===== src/rtl/keyed_record_table_unit_defines.svh =====
// Assertion macros for the keyed record table.
// Needs i_clk and i_rst_n in the scope of each use.
`ifndef KEYED_RECORD_TABLE_UNIT_DEFINES_SVH
`define KEYED_RECORD_TABLE_UNIT_DEFINES_SVH

// Same-cycle implication, checked out of reset.
`define KRT_ASSERT_NOW(lbl, ante, cons, msg) \
    lbl: assert property (@(posedge i_clk) disable iff (!i_rst_n) (ante) |-> (cons)) \
        else $error(msg);

// Next-cycle implication, checked out of reset.
`define KRT_ASSERT_NEXT(lbl, ante, cons, msg) \
    lbl: assert property (@(posedge i_clk) disable iff (!i_rst_n) (ante) |=> (cons)) \
        else $error(msg);

`endif


===== src/rtl/krt_pkg.sv =====
// Package for the keyed record table: sizes, codes, beat and record types.
// No dependencies.
`timescale 1ns / 1ps

package krt_pkg;

    localparam int TABLE_DEPTH = 16;
    localparam int IDX_W       = (TABLE_DEPTH > 1) ? $clog2(TABLE_DEPTH) : 1;
    localparam int CNT_W       = 5;

    typedef enum logic [1:0] {
        FN_ADD    = 2'd0,
        FN_DELETE = 2'd1,
        FN_LOOKUP = 2'd2,
        FN_LIST   = 2'd3
    } t_func;

    typedef enum logic [1:0] {
        ST_OK   = 2'd0,
        ST_FULL = 2'd1,
        ST_MISS = 2'd2
    } t_status;

    typedef enum logic [2:0] {
        S_IDLE,
        S_EXEC,
        S_SEARCH,
        S_SHIFT,
        S_LIST
    } t_state;

    typedef struct packed {
        t_func       func;
        logic [31:0] key_id;
        logic [31:0] year_in;
        logic [31:0] course1_id_in;
        logic [31:0] course1_grade_in;
        logic [31:0] course2_id_in;
        logic [31:0] course2_grade_in;
        logic [31:0] course3_id_in;
        logic [31:0] course3_grade_in;
    } t_in_item;

    typedef struct packed {
        t_status          status;
        logic [CNT_W-1:0] used_count;
        logic [31:0]      rec_key;
        logic [31:0]      rec_year;
        logic [31:0]      rec_course1_id;
        logic [31:0]      rec_course1_grade;
        logic [31:0]      rec_course2_id;
        logic [31:0]      rec_course2_grade;
        logic [31:0]      rec_course3_id;
        logic [31:0]      rec_course3_grade;
        logic             last;
    } t_out_item;

    // One table row as held in the memory.
    typedef struct packed {
        logic [31:0] key;
        logic [31:0] year;
        logic [31:0] c1_id;
        logic [31:0] c1_grade;
        logic [31:0] c2_id;
        logic [31:0] c2_grade;
        logic [31:0] c3_id;
        logic [31:0] c3_grade;
    } t_rec;

endpackage


===== src/rtl/keyed_record_table_unit.sv =====
// Keyed record table, 16 rows in one memory (registered read), packed in order.
// Add appends at the tail; lookup and delete scan rows from 0 and compare each read key;
// delete then moves every later row up by one. A miss ends the scan after row count-1.
// List: key beats one per cycle, one per row; an empty list gives a single miss beat.
// Sequential: busy drops with the last beat, so the next accept can share its edge.
// Sync reset clears count, FSM and strobe; rows hold no reset value and need no clear pass.
`timescale 1ns / 1ps

`include "keyed_record_table_unit_defines.svh"

module keyed_record_table_unit
    import krt_pkg::*;
(
    input  logic      i_clk,
    input  logic      i_rst_n,
    input  logic      start,
    input  t_in_item  i_item,
    output logic      busy,
    output logic      o_strobe,
    output t_out_item o_item
);

    // Row storage
    t_rec             r_mem [TABLE_DEPTH];
    t_rec             r_rdata;

    // Control
    t_state           r_state;
    t_state           n_state;
    t_in_item         r_cmd;
    t_in_item         n_cmd;
    logic [CNT_W-1:0] r_count;
    logic [CNT_W-1:0] n_count;
    // Read pointer runs 0..count, so it is count-wide; memory index is its low bits.
    logic [CNT_W-1:0] r_ptr;
    logic [CNT_W-1:0] n_ptr;
    // A read has landed: while r_pend is set, r_rdata holds row r_pend_idx.
    logic             r_pend;
    logic             n_pend;
    logic [CNT_W-1:0] r_pend_idx;
    logic [CNT_W-1:0] n_pend_idx;

    // Result register
    logic             r_strobe;
    logic             n_strobe;
    t_out_item        r_out;
    t_out_item        n_out;

    // Memory port controls
    logic             w_rd_en;
    logic [IDX_W-1:0] w_rd_addr;
    logic             w_wr_en;
    logic [IDX_W-1:0] w_wr_addr;
    t_rec             w_wr_data;

    logic             w_hit;
    logic             w_more;
    logic             w_list_last;
    logic [CNT_W-1:0] w_shift_dst;
    t_rec             w_new_rec;

    assign busy     = (r_state != S_IDLE);
    assign o_strobe = r_strobe;
    assign o_item   = r_out;

    assign w_hit       = r_pend && (r_rdata.key == r_cmd.key_id);
    assign w_more      = (r_ptr < r_count);
    assign w_list_last = (r_pend_idx == (r_count - CNT_W'(1)));
    assign w_shift_dst = r_pend_idx - CNT_W'(1);
    assign w_rd_addr   = r_ptr[IDX_W-1:0];

    assign w_new_rec.key      = r_cmd.key_id;
    assign w_new_rec.year     = r_cmd.year_in;
    assign w_new_rec.c1_id    = r_cmd.course1_id_in;
    assign w_new_rec.c1_grade = r_cmd.course1_grade_in;
    assign w_new_rec.c2_id    = r_cmd.course2_id_in;
    assign w_new_rec.c2_grade = r_cmd.course2_grade_in;
    assign w_new_rec.c3_id    = r_cmd.course3_id_in;
    assign w_new_rec.c3_grade = r_cmd.course3_grade_in;

    // ---------------------------------------------------------------------------------
    // Next state
    // ---------------------------------------------------------------------------------
    always_comb begin
        n_state = r_state;
        case (r_state)
            S_IDLE: begin
                if (start) begin
                    n_state = S_EXEC;
                end
            end
            S_EXEC: begin
                case (r_cmd.func)
                    FN_ADD: begin
                        n_state = S_IDLE;
                    end
                    FN_DELETE, FN_LOOKUP: begin
                        n_state = S_SEARCH;
                    end
                    FN_LIST: begin
                        n_state = (r_count == '0) ? S_IDLE : S_LIST;
                    end
                    default: begin
                        n_state = S_IDLE;
                    end
                endcase
            end
            S_SEARCH: begin
                if (w_hit) begin
                    n_state = (r_cmd.func == FN_DELETE) ? S_SHIFT : S_IDLE;
                end else if (!w_more) begin
                    n_state = S_IDLE;
                end
            end
            S_SHIFT: begin
                if (!w_more && !r_pend) begin
                    n_state = S_IDLE;
                end
            end
            S_LIST: begin
                if (r_pend && w_list_last) begin
                    n_state = S_IDLE;
                end
            end
            default: begin
                n_state = S_IDLE;
            end
        endcase
    end

    // ---------------------------------------------------------------------------------
    // Datapath and result beats
    // ---------------------------------------------------------------------------------
    always_comb begin
        n_cmd      = r_cmd;
        n_count    = r_count;
        n_ptr      = r_ptr;
        n_pend     = 1'b0;
        n_pend_idx = r_ptr;
        n_strobe   = 1'b0;
        n_out      = '0;
        w_rd_en    = 1'b0;
        w_wr_en    = 1'b0;
        w_wr_addr  = r_count[IDX_W-1:0];
        w_wr_data  = w_new_rec;

        case (r_state)
            S_IDLE: begin
                if (start) begin
                    n_cmd = i_item;
                end
            end
            S_EXEC: begin
                n_ptr = '0;
                case (r_cmd.func)
                    FN_ADD: begin
                        n_strobe = 1'b1;
                        n_out.last = 1'b1;
                        if (r_count >= CNT_W'(TABLE_DEPTH)) begin
                            n_out.status = ST_FULL;
                        end else begin
                            // append at the tail
                            w_wr_en      = 1'b1;
                            n_count      = r_count + CNT_W'(1);
                            n_out.status = ST_OK;
                        end
                    end
                    FN_LIST: begin
                        if (r_count == '0) begin
                            n_strobe     = 1'b1;
                            n_out.status = ST_MISS;
                            n_out.last   = 1'b1;
                        end
                    end
                    default: begin
                    end
                endcase
            end
            S_SEARCH: begin
                // Reads issue every cycle until a hit or the last row; compare uses the registered read.
                if (w_hit) begin
                    if (r_cmd.func == FN_LOOKUP) begin
                        n_strobe                = 1'b1;
                        n_out.status            = ST_OK;
                        n_out.last              = 1'b1;
                        n_out.rec_key           = r_rdata.key;
                        n_out.rec_year          = r_rdata.year;
                        n_out.rec_course1_id    = r_rdata.c1_id;
                        n_out.rec_course1_grade = r_rdata.c1_grade;
                        n_out.rec_course2_id    = r_rdata.c2_id;
                        n_out.rec_course2_grade = r_rdata.c2_grade;
                        n_out.rec_course3_id    = r_rdata.c3_id;
                        n_out.rec_course3_grade = r_rdata.c3_grade;
                    end else begin
                        n_ptr = r_pend_idx + CNT_W'(1);
                    end
                end else if (w_more) begin
                    w_rd_en    = 1'b1;
                    n_ptr      = r_ptr + CNT_W'(1);
                    n_pend     = 1'b1;
                    n_pend_idx = r_ptr;
                end else begin
                    n_strobe     = 1'b1;
                    n_out.status = ST_MISS;
                    n_out.last   = 1'b1;
                end
            end
            S_SHIFT: begin
                // Row i+1 read, then written to row i: read and write never meet.
                if (r_pend) begin
                    w_wr_en   = 1'b1;
                    w_wr_addr = w_shift_dst[IDX_W-1:0];
                    w_wr_data = r_rdata;
                end
                if (w_more) begin
                    w_rd_en    = 1'b1;
                    n_ptr      = r_ptr + CNT_W'(1);
                    n_pend     = 1'b1;
                    n_pend_idx = r_ptr;
                end else if (!r_pend) begin
                    n_count      = r_count - CNT_W'(1);
                    n_strobe     = 1'b1;
                    n_out.status = ST_OK;
                    n_out.last   = 1'b1;
                end
            end
            S_LIST: begin
                if (r_pend) begin
                    n_strobe      = 1'b1;
                    n_out.status  = ST_OK;
                    n_out.rec_key = r_rdata.key;
                    n_out.last    = w_list_last;
                end
                if (w_more) begin
                    w_rd_en    = 1'b1;
                    n_ptr      = r_ptr + CNT_W'(1);
                    n_pend     = 1'b1;
                    n_pend_idx = r_ptr;
                end
            end
            default: begin
            end
        endcase

        n_out.used_count = n_count;
    end

    // ---------------------------------------------------------------------------------
    // Row memory: one write and one registered read per cycle
    // ---------------------------------------------------------------------------------
    always_ff @(posedge i_clk) begin
        if (w_wr_en) begin
            r_mem[w_wr_addr] <= w_wr_data;
        end
        if (w_rd_en) begin
            r_rdata <= r_mem[w_rd_addr];
        end
    end

    // ---------------------------------------------------------------------------------
    // Registers
    // ---------------------------------------------------------------------------------
    always_ff @(posedge i_clk) begin
        if (!i_rst_n) begin
            r_state  <= S_IDLE;
            r_count  <= '0;
            r_pend   <= 1'b0;
            r_strobe <= 1'b0;
        end else begin
            r_state  <= n_state;
            r_count  <= n_count;
            r_pend   <= n_pend;
            r_strobe <= n_strobe;
        end
    end

    always_ff @(posedge i_clk) begin
        r_cmd      <= n_cmd;
        r_ptr      <= n_ptr;
        r_pend_idx <= n_pend_idx;
        r_out      <= n_out;
    end

    // ---------------------------------------------------------------------------------
    // Checks
    // ---------------------------------------------------------------------------------
    `KRT_ASSERT_NOW(a_count_in_range, 1'b1, r_count <= CNT_W'(TABLE_DEPTH), "count beyond depth")
    `KRT_ASSERT_NOW(a_last_leaves_idle, o_strobe && o_item.last, !busy, "busy after last beat")
    `KRT_ASSERT_NOW(a_mid_beat_is_list, o_strobe && !o_item.last, r_state == S_LIST, "non-last beat outside list")
    `KRT_ASSERT_NOW(a_shift_no_clash, w_rd_en && w_wr_en, w_rd_addr != w_wr_addr, "read and write hit one row")

endmodule

===== config.mk =====
export PLATFORM = sky130hd
export DESIGN_NAME = keyed_record_table_unit
export DESIGN_NICKNAME = d
export VERILOG_FILES = /design/src/rtl/krt_pkg.sv /design/src/rtl/keyed_record_table_unit.sv
export VERILOG_INCLUDE_DIRS = /design/src /design/src/rtl
export SDC_FILE = /design/constraint.sdc
export NUM_CORES = 2
export LEC_CHECK = 0
export ABC_AREA = 0
export BUFFER_PORTS_ARGS = -buffer_cell sky130_fd_sc_hd__buf_2
export CAP_MARGIN = 20
export CORE_UTILIZATION = 64
export CTS_BUF_LIST = sky130_fd_sc_hd__clkbuf_4 sky130_fd_sc_hd__clkbuf_8
export CTS_CLUSTER_SIZE = 10
export DETAILED_ROUTE_END_ITERATION = 7
export HOLD_SLACK_MARGIN = 0.02
export PLACE_DENSITY_LB_ADDON = 0.08
export SETUP_SLACK_MARGIN = 0.3
export SLEW_MARGIN = 15
export SYNTH_ARGS = -nofsm -noshare
export SYNTH_HDL_FRONTEND = slang
export SYNTH_SLANG_ARGS = --single-unit
export TNS_END_PERCENT = 100

===== constraint.sdc =====
create_clock -name i_clk -period 15.6 [get_ports i_clk]
set_clock_uncertainty 0.2 [all_clocks]
set_input_delay 1.56 -clock i_clk [delete_from_list [all_inputs] [get_ports i_clk]]
set_output_delay 1.56 -clock i_clk [all_outputs]
set_load 0.03 [all_outputs]

# Word level (Yosys, flattened, before mapping)
# Memories as Yosys holds them, arrays and structs flattened. A register that Yosys moved wholly into a read port is not among the register bits.
# Cells that the tools add are included.
# op_classes
add_sub_neg	5
order_cmp	2
eq_ne	14
mux	52
n_reduce_logical	16
# op_table
op	count
$mux 256	3
$mux 257	1
$pmux 32 s2	1
$mux 5	7
$eq 32x32->1	1
$mux 32	1
$mux 3	6
$mux 1	16
$add 5x1->5 const B	3
$pmux 3 s5	1
$pmux 5 s3	1
$pmux 5 s2	1
$pmux 3 s3	1
$mux 2	4
$mux 4	2
$pmux 1 s4	2
$pmux 2 s2	2
$eq 3x2->1 const B	2
$ne 2x2->1 const B	3
$ne 3x3->1 const B	2
$pmux 1 s2	3
$reduce_bool 3->1	2
$eq 5x5->1	1
$ge 5x5->1 const B	1
other kinds (16)	22
# word_totals
ff_bits	542
ramBits	4096
inputBits	261
out_inout_bits	266
wordCells	116
mem_count	1
# mem_list
memory	words	word_bits	rd	rd_ports_with_merged_regs	wr	line_no	text
r_mem	16	256	1	1	1	keyed_record_table_unit.sv:24	t_rec r_mem [TABLE_DEPTH];

# Logic depth before layout (Yosys ltp)
# depth
depth_word	6
mapped_depth	10
mapped_depth_nobuf	8

# Worst setup path before layout
# Ideal clock, no wire load.
# synth_timing
path_type	flip-flop to flip-flop
startpoint	register r_state[0]
endpoint	memory r_mem[12][0] (netlist name), enable pin
setup_ns	0.879
t_arrival_ns	12.263
required_time_ns	14.521
path_slack_ns	2.258
path_stages_with_launch	9
n_path_buf	3
synth_period_minus_slack_ns	13.342
path_cell_list	dfxtp_1 buf_2 and3b_1 clkbuf_1 nand2_1 clkbuf_1 o21ai_0 nand2_1 nor2_1
# synth_between
elab_chain_len	4
word_cells_on_any_way	6
cone_classes	2 x eq/ne; 4 x mux
# synth_rtl
element	line_no	text
start, declared	keyed_record_table_unit.sv:28	t_state r_state;
start signal, assigned	keyed_record_table_unit.sv:270	r_state <= n_state;
$eq 3x2->1 or $eq 3x1->1 (tied branches)	keyed_record_table_unit.sv:147	case (r_state)
$pmux 1 s2	keyed_record_table_unit.sv:147	
$mux 1	keyed_record_table_unit.sv:252	if (w_wr_en) begin
$mux 1 (implied by the code)	keyed_record_table_unit.sv:253	r_mem[w_wr_addr] <= w_wr_data;
end, declared	keyed_record_table_unit.sv:24	
# Several ways; a longest one is shown, not always the timed one.

# Worst setup path after layout
# layout_timing
startpoint	register r_ptr[0]
endpoint	register, netlist name r_rdata[173]
# layout_between
elab_chain_len	4
# layout_rtl
element	line_no	text
start, declared	keyed_record_table_unit.sv:35	logic [CNT_W-1:0] r_ptr;
start signal, assigned	keyed_record_table_unit.sv:279	r_ptr <= n_ptr;
$lt 5x5->1	keyed_record_table_unit.sv:67	assign w_more = (r_ptr < r_count);
$mux 1	keyed_record_table_unit.sv:197, keyed_record_table_unit.sv:215, keyed_record_table_unit.sv:234	
$mux 1	keyed_record_table_unit.sv:181	if (w_hit) begin
$pmux 1 s2	keyed_record_table_unit.sv:147	
# Several ways; a longest one is shown, not always the timed one.
# A chain may end at the register's enable or synchronous reset.

==> flow_metrics.py <==
metrics = {
    "grt": {
        "grt_max_degree": 152,
        "antenna_found_initial": 12,
        "grt-ovfl-total": 0,
        "grtUsageTotal": 0.291,
        "grt_pass1_wl_um": 594000,
        "grt_pass1_vias": 88500,
    },
    "placement": {
        "hpwl_um": 202000,
        "port_buffers": 526,
        "place_congestion": 0.870,
        "dp_slack_ns": 8.58,
    },
    "drt": {
        "drtIter0Drc": 10100,
        "post_drt_wl_per_cell_um": 30.9,
        "wl_um": 409000,
        "drc_errors": 0,
        "via_per_inst": 6.42,
        "drtAntennaViolNets": 0,
        "dr.pass1.iters": 6,
        "vias": 85000,
    },
    "cells_and_area": {
        "drive_above_1_share": 0.338,
        "final_cell_mix": "edfxtp_1, mux4_2, clkbuf_8",
        "syn_to_final_growth_pct": 12.2,
        "nNetsFinal": 9159,
        "final_common_cell": "edfxtp_1",
        "nFillCells": 16100,
    },
    "setup_path": {
        "critical_path.cell_chain": "buf_4, buf_4, buf_4, buf_4, buf_4, buf_4, mux4_2, mux4_2",
        "crit_slowest_cell": "buf_4",
        "end_kind": "flop",
        "crit_arrival_ns": 7.49,
        "cp-start-kind": "flop",
        "cpPeakStageDelay_ns": 0.89,
        "required_ns": 16.35,
        "r2r_setup_slack_ns": 8.87,
        "critPathKind": "reg2reg",
        "crit_path_max_fanout": 49,
        "cp_common_cell": "buf_4",
        "rr_worst_depth": 8,
    },
    "clocking": {
        "clk_pin_slew_ns": 0.06,
        "cts-resized-gates": 0,
        "cts_sinks": 4894,
        "clk_latency_ns": 1.23,
        "post_cts_buffers": 0,
        "tritoncts": "yes",
        "cts_max_path_buffers": 4,
        "holdBufCountCts": 0,
        "cts_made_buffers": 736,
        "clock-root-buffer": "clkbuf_8",
        "htreeDepth": 6,
    },
    "sta": {
        "finalCritPeriodShare": 0.432,
        "slew_headroom": 0.234,
        "tightest_slew_ns": 1.15,
        "hold_ws_ns": 0.274,
        "fmax_mhz": 149,
        "slew_viol_final": 0,
        "tns_ns": 0,
        "finalCriticalPeriod_ns": 6.73,
        "hold_viol_final": 0,
        "fin_ws_ns": 8.87,
        "rsz0062_at_grt": "false",
        "setup_viol": 0,
    },
    "logic_synthesis": {
        "synth_ff_type": "edfxtp_1",
        "ys_types": 63,
        "ys_warn_count": 0,
        "syn_area_per_cell_um2": 23.1,
        "syn-num-nets": 8113,
        "async_flop_share": 0,
        "synth_area_um2": 181000,
        "synth_edf_count": 4615,
        "synthCells": 7839,
        "ys_seq_area_frac": 0.797,
        "ys_ff_latch": 4894,
    },
    "run_status": {
        "outcome": "finished, final reports clean",
    },
    "pwr": {
        "leakage_nw": 66.6,
        "power_density_nw_per_um2": 131,
        "ir_worst_vdd_mv": 0.109,
    },
    "floorplan": {
        "start_util": 0.646,
        "coreArea_um2": 280000,
        "row_count": 194,
        "die_height_um": 534,
        "dieArea_um2": 285000,
        "die_w_um": 534,
        "io_pins": 527,
    },
    "hold_path": {
        "min_path_type": "reg2reg",
        "hold_depth": 1,
    },
    "flow_run": {
        "max-cap-violations": 0,
    },
}
[registers in the layout (all words and copies together) (netlist names)]
| name | cells |
|---|---|
| o_item | 264 |
| r_cmd | 258 |
| r_rdata | 256 |
| r_state | 3 |
| o_strobe | 1 |
| r_mem | 4096 |
| r_pend_idx | 5 |
| r_pend | 1 |
| r_ptr | 5 |
| r_count | 5 |
[power by group]
part | total [mW] | internal (mW) | switching [mW]
Sequential | 14.6 | 14.6 | 0.0564
Clock | 10.4 | 5.59 | 4.79
Combinational | 1.52 | 0.687 | 0.834
[critical path, delay by kind of cell, from the launching register on]
kind | cells | cell delay [ns]
buffers and inverters | 6 | 4.64
flip-flops | 1 | 0.34
multiplexers | 2 | 1.08
[Yosys cell counts, types with 3 or more instances]
cell	number	share of area
xor2_1	26	0.0013
and2_1	259	0.0090
o21a_1	3	0.00012
nand4_1	8	0.00028
inv_1	17	0.00035
o21ai_0	7	0.00019
buf_1	53	0.0011
nor2b_1	12	0.00042
clkbuf_1	270	0.0056
nand2_1	786	0.016
edfxtp_1	4615	0.77
buf_2	37	0.0010
a211oi_1	3	0.00012
a32oi_1	4	0.00019
and3_1	4	0.00014
o22ai_1	4	0.00014
mux4_2	1280	0.16
nor2_1	30	0.00062
o31ai_1	4	0.00017
nor3_1	11	0.00030
nand2b_1	6	0.00021
buf_4	8	0.00033
a21oi_1	6	0.00017
nand3_1	9	0.00025
dfxtp_1	279	0.031
xnor2_1	18	0.00087
ha_1	13	0.00090
buf_6	13	0.00081
nor4_1	8	0.00028
[final timing paths]
kind          startpoint      endpoint
max             r_ptr[0]  r_rdata[173]
min          r_rdata[93]    o_item[94]
min reg2reg  r_rdata[93]    o_item[94]
max reg2reg     r_ptr[0]  r_rdata[173]
[kinds of logic (layout without fill, tap and decap cells)]
logic type	Yosys count	after routing	synth area share
AOI/OAI and AO/OA	54	54	0.00220
xor gates and xnor gates	44	44	0.00213
adders and majority gates	13	13	0.000899
buffers and inverters	399	2058	0.00925
DFF	4894	4894	0.797
muxes	1282	1282	0.160
other	0	9	0
and+or+nand+nor	1153	1153	0.0288
[layout make-up]
type / instances / area, um^2 / area share
flip-flops and latches: 4894 / 144000 / 0.710
multi-input cells: 2546 / 35200 / 0.173
clock buffers: 1106 / 13300 / 0.0653
well taps: 3724 / 4660 / 0.0230
repair buffers: 690 / 4160 / 0.0205
clock inverters: 245 / 1490 / 0.00735
inverters: 17 / 63.8 / 0.000314
diodes: 9 / 22.5 / 0.000111
[through the flow]
stage               cells  instance area (um^2)  power [mW]  utilization
floorplan            7839                181000        16.0            -
global placement    11900                188000        16.4        0.672
detailed placement  11900                188000        16.5        0.672
CTS                 13200                203000        26.7        0.724
global route        13200                203000        27.4        0.725
finish              13200                203000        26.5        0.725
[routing by layer]
layer	up-vias	GRT usage	wire, um
li1	34700	-	-
met2	4345	0.477	206000
met5	-	0	0
met1	45300	0.414	160000
met4	0	0.0881	11100
met3	693	0.0435	32600
Note: power is estimated with default switching activity, not from simulation.
